<file path="config.mk">
export PLATFORM = sky130hd
export DESIGN_NAME = multi_channel_soft_timer
export DESIGN_NICKNAME = d
export VERILOG_FILES = /design/src/rtl/mcst_pkg.sv /design/src/rtl/mcst_chan.sv /design/src/rtl/multi_channel_soft_timer.sv
export SDC_FILE = /design/constraint.sdc
export NUM_CORES = 1
export LEC_CHECK = 0
export BUFFER_PORTS_ARGS = -buffer_cell sky130_fd_sc_hd__buf_2
export CELL_PAD_IN_SITES_DETAIL_PLACEMENT = 1
export CELL_PAD_IN_SITES_GLOBAL_PLACEMENT = 1
export CORE_ASPECT_RATIO = 1.5
export CORE_MARGIN = 2
export CORE_UTILIZATION = 49
export CTS_CLUSTER_DIAMETER = 50
export DETAILED_ROUTE_END_ITERATION = 6
export GPL_TIMING_DRIVEN = 0
export PLACE_DENSITY = 0.86
export SETUP_SLACK_MARGIN = 0.02
export SLEW_MARGIN = 20
export SYNTH_ARGS = -nofsm -noshare
export SYNTH_HDL_FRONTEND = slang
export SYNTH_SLANG_ARGS = --single-unit
export TNS_END_PERCENT = 10
</file>
<file path="constraint.sdc">
create_clock -name clk -period 4.7 [get_ports clk]
set_clock_uncertainty 0.05 [all_clocks]
set_input_delay 0 -clock clk [delete_from_list [all_inputs] [get_ports clk]]
set_output_delay 0 -clock clk [all_outputs]
set_load 0.01 [all_outputs]
</file>
<file path="src/rtl/mcst_pkg.sv">
package mcst_pkg;

    // Field widths of one input word and one result word
    localparam int FUNC_W   = 3;
    localparam int IDX_W    = 8;
    localparam int PERIOD_W = 16;
    localparam int TICK_W   = 32;
    localparam int MASK_W   = 8;

    // Default channel count
    localparam int NUM_TIMERS_DEF = 8;

    // Command codes carried in func
    typedef enum logic [FUNC_W-1:0] {
        FUNC_TICK   = 3'd0,
        FUNC_SINGLE = 3'd1,
        FUNC_LOOP   = 3'd2,
        FUNC_STOP   = 3'd3,
        FUNC_DELAY  = 3'd4
    } func_t;

    // Per-channel command strobes, already qualified by the pipeline advance
    typedef struct packed {
        logic tick;
        logic single;
        logic loop;
        logic stop;
    } chan_cmd_t;

endpackage

</file>
<file path="src/rtl/mcst_chan.sv">
module mcst_chan
    import mcst_pkg::*;
(
    input  logic                clk,
    input  logic                rst_n,
    input  chan_cmd_t           cmd,
    input  logic [PERIOD_W-1:0] period,
    output logic                fire
);

    logic                enabled_reg;
    logic                enabled_next;
    logic                periodic_reg;
    logic                periodic_next;
    logic [PERIOD_W-1:0] count_reg;
    logic [PERIOD_W-1:0] count_next;
    logic [PERIOD_W-1:0] reload_reg;
    logic [PERIOD_W-1:0] reload_next;
    logic [PERIOD_W-1:0] count_dec;

    assign count_dec = count_reg - PERIOD_W'(1);

    // Decrement on tick, reload or disable on expiry, load on arm, drop on stop
    always_comb
    begin
        enabled_next  = enabled_reg;
        periodic_next = periodic_reg;
        count_next    = count_reg;
        reload_next   = reload_reg;
        fire          = 1'b0;
        if (cmd.tick && enabled_reg)
        begin
            if (count_dec == '0)
            begin
                fire = 1'b1;
                if (periodic_reg)
                begin
                    count_next = reload_reg;
                end
                else
                begin
                    count_next   = count_dec;
                    enabled_next = 1'b0;
                end
            end
            else
            begin
                count_next = count_dec;
            end
        end
        if (cmd.single)
        begin
            count_next    = period;
            periodic_next = 1'b0;
            enabled_next  = 1'b1;
        end
        if (cmd.loop)
        begin
            count_next    = period;
            reload_next   = period;
            periodic_next = 1'b1;
            enabled_next  = 1'b1;
        end
        if (cmd.stop)
        begin
            enabled_next = 1'b0;
        end
    end

    // Hold channel state
    always_ff @(posedge clk or negedge rst_n)
    begin
        if (!rst_n)
        begin
            enabled_reg  <= 1'b0;
            periodic_reg <= 1'b0;
            count_reg    <= '0;
            reload_reg   <= '0;
        end
        else
        begin
            enabled_reg  <= enabled_next;
            periodic_reg <= periodic_next;
            count_reg    <= count_next;
            reload_reg   <= reload_next;
        end
    end

endmodule

</file>
<file path="src/rtl/multi_channel_soft_timer.sv">
// Bank of NUM_TIMERS one-shot / periodic timer channels with a free-running
// 32-bit tick counter and one delay watch. Each input word carries a command
// (tick, single run, loop run, stop, set delay) and produces exactly one result
// word: the mask of channels that expired on this tick (channels 0..7 only),
// whether the tick counter has passed the delay deadline, and the tick counter
// after the command. Arm commands with an out-of-range index or a zero period,
// and stop with an out-of-range index, are ignored. One word is taken every
// cycle while the result side does not stall; a result is presented once its
// word has passed the input register and then the result register, and all
// channels update in parallel in the stage between them.
module multi_channel_soft_timer
    import mcst_pkg::*;
#(
    parameter int NUM_TIMERS = NUM_TIMERS_DEF
)
(
    input  logic                clk,
    input  logic                rst_n,
    input  logic                in_valid,
    output logic                in_stall,
    input  logic [FUNC_W-1:0]   func,
    input  logic [IDX_W-1:0]    timer_index,
    input  logic [PERIOD_W-1:0] period,
    input  logic [TICK_W-1:0]   delay_length,
    output logic                out_valid,
    input  logic                out_stall,
    output logic [MASK_W-1:0]   fire_mask,
    output logic                delay_elapsed,
    output logic [TICK_W-1:0]   ms_ticks
);

    logic                  s1_valid_reg;
    func_t                 s1_func_reg;
    logic [IDX_W-1:0]      s1_idx_reg;
    logic [PERIOD_W-1:0]   s1_period_reg;
    logic [TICK_W-1:0]     s1_dlen_reg;

    logic                  out_valid_reg;
    logic [MASK_W-1:0]     fire_mask_reg;
    logic                  elapsed_reg;

    logic [TICK_W-1:0]     tick_count_reg;
    logic [TICK_W-1:0]     tick_count_next;
    logic [TICK_W-1:0]     deadline_reg;
    logic [TICK_W-1:0]     deadline_next;

    logic                  can_out;
    logic                  advance;
    logic                  take;
    logic                  is_tick;
    logic                  is_single;
    logic                  is_loop;
    logic                  is_stop;
    logic                  is_delay;
    logic                  idx_ok;
    logic                  arm_ok;
    logic [NUM_TIMERS-1:0] fire;
    logic [MASK_W-1:0]     mask_next;

    // Handshake: result register frees up when empty or taken
    assign can_out  = !out_valid_reg || !out_stall;
    assign advance  = s1_valid_reg && can_out;
    assign in_stall = s1_valid_reg && !can_out;
    assign take     = in_valid && !in_stall;

    // Capture the input word
    always_ff @(posedge clk or negedge rst_n)
    begin
        if (!rst_n)
        begin
            s1_valid_reg <= 1'b0;
        end
        else if (take)
        begin
            s1_valid_reg <= 1'b1;
        end
        else if (advance)
        begin
            s1_valid_reg <= 1'b0;
        end
    end

    always_ff @(posedge clk)
    begin
        if (take)
        begin
            s1_func_reg   <= func_t'(func);
            s1_idx_reg    <= timer_index;
            s1_period_reg <= period;
            s1_dlen_reg   <= delay_length;
        end
    end

    // Decode the command; unused codes change nothing
    always_comb
    begin
        is_tick   = 1'b0;
        is_single = 1'b0;
        is_loop   = 1'b0;
        is_stop   = 1'b0;
        is_delay  = 1'b0;
        unique case (s1_func_reg)
            FUNC_TICK:   is_tick   = 1'b1;
            FUNC_SINGLE: is_single = 1'b1;
            FUNC_LOOP:   is_loop   = 1'b1;
            FUNC_STOP:   is_stop   = 1'b1;
            FUNC_DELAY:  is_delay  = 1'b1;
            default:     ;
        endcase
    end

    assign idx_ok = s1_idx_reg < IDX_W'(NUM_TIMERS);
    assign arm_ok = idx_ok && (s1_period_reg != '0);

    // Channel bank
    for (genvar g = 0; g < NUM_TIMERS; g++)
    begin : g_chan
        logic      sel;
        chan_cmd_t cmd;

        assign sel        = (s1_idx_reg == IDX_W'(g));
        assign cmd.tick   = advance && is_tick;
        assign cmd.single = advance && is_single && arm_ok && sel;
        assign cmd.loop   = advance && is_loop && arm_ok && sel;
        assign cmd.stop   = advance && is_stop && idx_ok && sel;

        mcst_chan u_chan
        (
            .clk    (clk),
            .rst_n  (rst_n),
            .cmd    (cmd),
            .period (s1_period_reg),
            .fire   (fire[g])
        );
    end

    // Drop fire bits of channels beyond the mask width
    for (genvar b = 0; b < MASK_W; b++)
    begin : g_mask
        if (b < NUM_TIMERS)
        begin : g_live
            assign mask_next[b] = fire[b];
        end
        else
        begin : g_none
            assign mask_next[b] = 1'b0;
        end
    end

    // Advance the tick counter and snapshot the delay deadline
    assign tick_count_next = tick_count_reg + TICK_W'(advance && is_tick);
    assign deadline_next   = (advance && is_delay) ? tick_count_reg + s1_dlen_reg
                                                   : deadline_reg;

    always_ff @(posedge clk or negedge rst_n)
    begin
        if (!rst_n)
        begin
            tick_count_reg <= '0;
            deadline_reg   <= '0;
        end
        else
        begin
            tick_count_reg <= tick_count_next;
            deadline_reg   <= deadline_next;
        end
    end

    // Hold the result word until taken
    always_ff @(posedge clk or negedge rst_n)
    begin
        if (!rst_n)
        begin
            out_valid_reg <= 1'b0;
        end
        else if (advance)
        begin
            out_valid_reg <= 1'b1;
        end
        else if (!out_stall)
        begin
            out_valid_reg <= 1'b0;
        end
    end

    always_ff @(posedge clk)
    begin
        if (advance)
        begin
            fire_mask_reg <= mask_next;
            elapsed_reg   <= tick_count_next > deadline_next;
        end
    end

    assign out_valid     = out_valid_reg;
    assign fire_mask     = fire_mask_reg;
    assign delay_elapsed = elapsed_reg;
    assign ms_ticks      = tick_count_reg;

endmodule

</file>
Word level (Yosys, flattened, before mapping):

Cells that the tools add are included.
W data, S select, Z words.

* input bits: 63
* output and inout bits: 43
* register bits: 406
* logic and storage cells: 304

* add/sub/neg operators: 10
* eq/ne operators: 20
* muxes and demuxes: 122
* reduce and logical (&&, ||, !) cells: 101
* magnitude comparators: 2

Operator list (count)
* $mux W16: 40
* $logic_not A16 Y1: 8
* $sub A16 B1 Y16 const B: 8
* $mux W1: 81
* $reduce_bool A4 Y1: 16
* $logic_and A1 B1 Y1: 44
* $add A32 B1 Y32: 1
* $add A32 B32 Y32: 1
* $eq A8 B3 Y1 const B: 4
* $gt A32 B32 Y1: 1
* $mux W32: 1
* $ne A4 B4 Y1 const B: 8
* $reduce_and A3 Y1: 8
* $reduce_bool A3 Y1: 8
* $reduce_bool A2 Y1: 9
* $eq A8 B2 Y1 const B: 2
* $reduce_bool A16 Y1: 1
* $eq A8 B1 Y1 const B: 1
* $logic_not A8 Y1: 1
* $lt A8 B4 Y1 const B: 1
* $eq A3 B2 Y1 const B: 2
* $logic_not A1 Y1: 4
* $eq A3 B1 Y1 const B: 1
* $eq A3 B3 Y1 const B: 1
* other kinds (3): 3

Depth between registers and ports, before layout:

* word-level depth: 9
* mapped depth: 19
* depth with buffers taken out: 18

By module:

From an unflattened synthesis, not the netlist that was laid out.

* cell total of the unflattened synthesis: 2352
* area total of the unflattened synthesis: 24242.0 um^2

By module, submodules not included
* mcst_chan: sequential area each 850.8 um^2, times used 8, area each 2104.5 um^2, cells each 209
* multi_channel_soft_timer: sequential area each 3693.5 um^2, times used 1, area each 7405.9 um^2, cells each 680

Worst setup path after synthesis:

OpenSTA, ideal clock, no wires.

* kind: register to register
* start: reg out_valid_reg (netlist: out_valid)
* end: reg elapsed_reg (netlist: delay_elapsed), data pin
* required time: 4.391 ns
* slack: 0.427 ns
* library setup time: 0.259 ns
* stages on the path, launching flop included: 20
* buffers on the path: 1
* period minus slack after synthesis: 4.273 ns
* data arrival time: 3.964 ns
* cells stage by stage: dfrtp_1 a21bo_2 nor4_2 clkbuf_1 ha_1 ha_1 nand3_1 nor2_1 and2_1 and2_1 nand2_1 nor2_1 nand2_1 xnor2_1 ha_1 nand4_1 or2_2 nor4_1 nand3_1 o31a_1

* cells in the longest elaborated chain, start to end: 6
* elaborated cells between the ends (all ways): 8
* those cells by class: 1 x add/sub; 1 x order compare; 1 x mux; 5 x reduce/logical

RTL lines
* start: declaration: line multi_channel_soft_timer.sv:38 `logic out_valid_reg;`
* start signal: assignment: line multi_channel_soft_timer.sv:174 `out_valid_reg <= 1'b0;`
* start signal: assignment: line multi_channel_soft_timer.sv:178 `out_valid_reg <= 1'b1;`
* start signal: assignment: line multi_channel_soft_timer.sv:182 `out_valid_reg <= 1'b0;`
* $logic_not A1 Y1: line multi_channel_soft_timer.sv:61 `assign can_out = !out_valid_reg || !out_stall;`
* $logic_or A1 B1 Y1: line multi_channel_soft_timer.sv:61
* $logic_and A1 B1 Y1: line multi_channel_soft_timer.sv:62 `assign advance = s1_valid_reg && can_out;`
* $logic_and A1 B1 Y1: line multi_channel_soft_timer.sv:151 `assign tick_count_next = tick_count_reg + TICK_W'(advance && is_tick);`
* $add A32 B1 Y32: line multi_channel_soft_timer.sv:151
* net tick_count_next[28]: line multi_channel_soft_timer.sv:43 `logic [TICK_W-1:0] tick_count_next;`
* $gt A32 B32 Y1: line multi_channel_soft_timer.sv:191 `elapsed_reg <= tick_count_next > deadline_next;`
* end signal: assignment: line multi_channel_soft_timer.sv:191
* end: declaration: line multi_channel_soft_timer.sv:40 `logic elapsed_reg;`

The timed path passes the listed nets, and every way through them passes these cells.
A chain may end at the register's enable or synchronous reset.

Worst setup path in the final report:

Ends and elaborated chain as after synthesis.

==> out/results.ini <==
[run_status]
outcome=finished, violations left
failed_checks=setup timing

[critical_path]
setup.worst_path.start_class=register
cp_slowest_stage_delay_ns=0.76
crit_chain=a21bo_4, nor4_4, buf_4, clkbuf_16, ha_2, and4_2, nand2_1, nor2_4, and3_4, buf_4, xor2_1, ha_1, a21oi_1, o21ai_0, nand3_1, a21oi_1, o31a_1
cpMaxStageDelayCell=xor2_1
required_ns=5.08
cp_max_fo=10
cp-end-kind=register
worstPathArrival_ns=5.75
critical_path_class=reg2reg

[die]
rows=96
coreArea_um2=45800
start_util_pct=49.6
die_x_um=180
die_area_um2=48100
die_h_um=268
io_pins=106

[timing]
drv_slew=0
fmaxAchievable_mhz=186
hold_viol_final=0
tightest_slew_ns=1.20
worst_slack_ns=-0.672
slew_headroom_pct=20.2
finalCritPeriodShare_pct=114
finalWorstPathRequiredPeriod_ns=5.37
setup_viol=1

[run]
cap_violations=0

[yosys]
synth_adder_area_share_pct=4.55
yosysUniqueCellTypes=89
synth_xor_area_share_pct=3.62
async_reset_ff_share_pct=83.3
ys_warn_count=0
synth_edf_count=68
synth_nets=2439
ys_ff_latch=406
synth_top_family_by_area=simple AND/OR/NAND/NOR gates
synth-seq-area-share_pct=46.2
synth_mux_area_share_pct=8.72
synth_compound_area_share_pct=14.4
synth_area_per_cell_um2=9.90
syn-cell-area_um2=22700
yosys.area_share.simple_pct=19.0
synth_flop_cell=dfrtp_1
netlist_instances=2294

[final_layout]
drive_gt1_share_pct=18.8
final_cell_mix=dfrtp_1, nand2_1, mux2_2, nor2_1, o21ai_0
final_common_cell=dfrtp_1
stdcell_area_um2=26900
nNetsFinal=2678
area_growth_pct=18.3

[clocking]
insertion_delay_ns=0.58
clkSinkCount=406
cts-buffers-inserted=43
h-tree-depth=2
root_buffer=clkbuf_16
clockBufferDepth=3
path_clk_slew_ns=0.08
tritoncts=built

[global_route]
antenna_found_initial=6
grt_pass1_wl_um=134000
grt_max_degree=95
grt_util_all_layers_pct=36.0
grt_overflow=0
grt_pass1_vias=22800

[placement]
dpl_cell_area_um2=24100
routabilityCongestion=0.944
place_hpwl_um=55800
portBuffers=105

[power_and_ir_drop]
sw_frac_of_total_pct=28.0
total_power_mw=8.64
power_density_nw_per_um2=321
switchingPower_mw=2.42
seq_power_share_pct=44.4
p_leak_nw=12.4
intPower_mw=6.22
combPwrFrac_pct=13.0
vdd_ir_drop_max_v=0.000293
power_frac_clock_pct=42.6

[detailed_routing]
drcViolationCount=0
first_pass_iters=6
wirelength_um=94300
vias=21700
routedWlPerCell_um=29.9
vias_per_cell=6.86
drtIter0Drc=2165
drtAntennaViolNets=0

[worst_hold_path]
min_path_type=in2reg

cell type report:
type,instances,area [um2]
clock buffers,56,1210
repair buffers,199,1510
inverters,78,293
well taps,588,736
fillers,4923,18900
plain buffers,116,502
clock inverters,23,275
multi-input cells,1689,11800
diodes,4,10.0
flip-flops and latches,406,10500
power by group through the flow:
stage	Combinational [mW]	Sequential, mW	Clock, mW
floorplan	0.468	3.86	0
global placement	0.787	3.86	0
detailed placement	0.854	3.87	0
CTS	0.927	3.81	3.66
global route	1.17	3.84	3.83
finish	1.12	3.83	3.68
worst max-delay path, delay by kind of cell, from the launching register on:
| family | cells | cell delay [ns] |
|---|---|---|
| xor+xnor | 1 | 0.76 |
| buf+inv | 3 | 0.50 |
| simple gates | 6 | 1.28 |
| compound gates | 5 | 1.37 |
| fa+ha+maj | 2 | 0.79 |
| flops | 1 | 0.45 |
cells in the mapped netlist, types with 16 or more instances:
cell type    n  share of area, %
a21o_1      37               1.2
a21oi_1     79               1.7
a221o_1     30               1.3
a221oi_1    36               1.4
a222oi_1    20              0.88
a22oi_1     17              0.56
and2_1      20              0.55
and3_1      25              0.69
clkbuf_1   101               1.7
dfrtp_1    338                37
edfxtp_1    68               9.0
ha_1        81               4.5
inv_1       78               1.3
mux2_2     137               6.8
mux2i_1     40               1.8
nand2_1    309               5.1
nand2b_1    17              0.47
nand3_1     64               1.4
nand4_1     31              0.85
nor2_1     136               2.2
nor3_1      72               1.6
nor3b_1     18              0.59
nor4_1      38               1.0
o21ai_0    120               2.6
o21ai_1     19              0.42
o31ai_1     17              0.56
or3_1       28              0.77
or4_1       16              0.53
xnor2_1     64               2.5
xor2_1      30               1.2
per-stage QoR:
step	setup slack (ns)	instances	utilization [%]	hold slack, ns	TNS (ns)
floorplan	0.427	2294	-	-0.346	0
global placement	-3.01	2987	52.4	0.127	-1002.51
detailed placement	-1.73	2993	52.7	-0.0776	-1.73
CTS	0.0213	3139	57.7	0.0745	0
global route	-0.601	3156	58.7	0.0963	-0.601
finish	-0.672	3159	58.7	0.0930	-0.672
kinds of logic (layout without fill, tap and decap cells):
| kind of cell | count (synthesis) | in the layout |
|---|---|---|
| flip-flops | 406 | 406 |
| XOR/XNOR | 94 | 94 |
| AND/OR/NAND/NOR | 856 | 856 |
| AO/OA/AOI/OAI | 477 | 477 |
| adder cells (fa/ha/maj) | 82 | 82 |
| multiplexers | 180 | 180 |
| other | 0 | 4 |
| buffers and inverters | 199 | 472 |
final timing paths:
check	startpoint	endpoint	slack, ns	cells after the start
max	out_valid	delay_elapsed	-0.67	17
min	timer_index[0]	s1_idx_reg[0]	0.09	2
max reg2reg	out_valid	delay_elapsed	-0.67	17
min reg2reg	g_chan[7].u_chan.reload_reg[8]	g_chan[7].u_chan.count_reg[8]	0.42	1
max in group asynchronous	rst_n	g_chan[7].u_chan.reload_reg[13]	3.02	5
min in group asynchronous	rst_n	ms_ticks[8]	0.55	4
metal layers:
layer,GRT usage [%],routed length (um)
met5,0,31
met2,63.3,45500
met1,37.8,31500
met4,29.3,9670
met3,6.35,7570
repair_timing:
item | 4_1_cts | 5_1_grt
endpoints found under the setup margin | 2 | 1
hold endpoints to repair | 225 | 0
gates resized for setup | 27 | 79
hold buffers | 65 | 0
buffers inserted | 4 | 18
gates cloned | 0 | 0
pin swaps | 5 | 17
No activity file was read; power rests on OpenSTA's default activity.
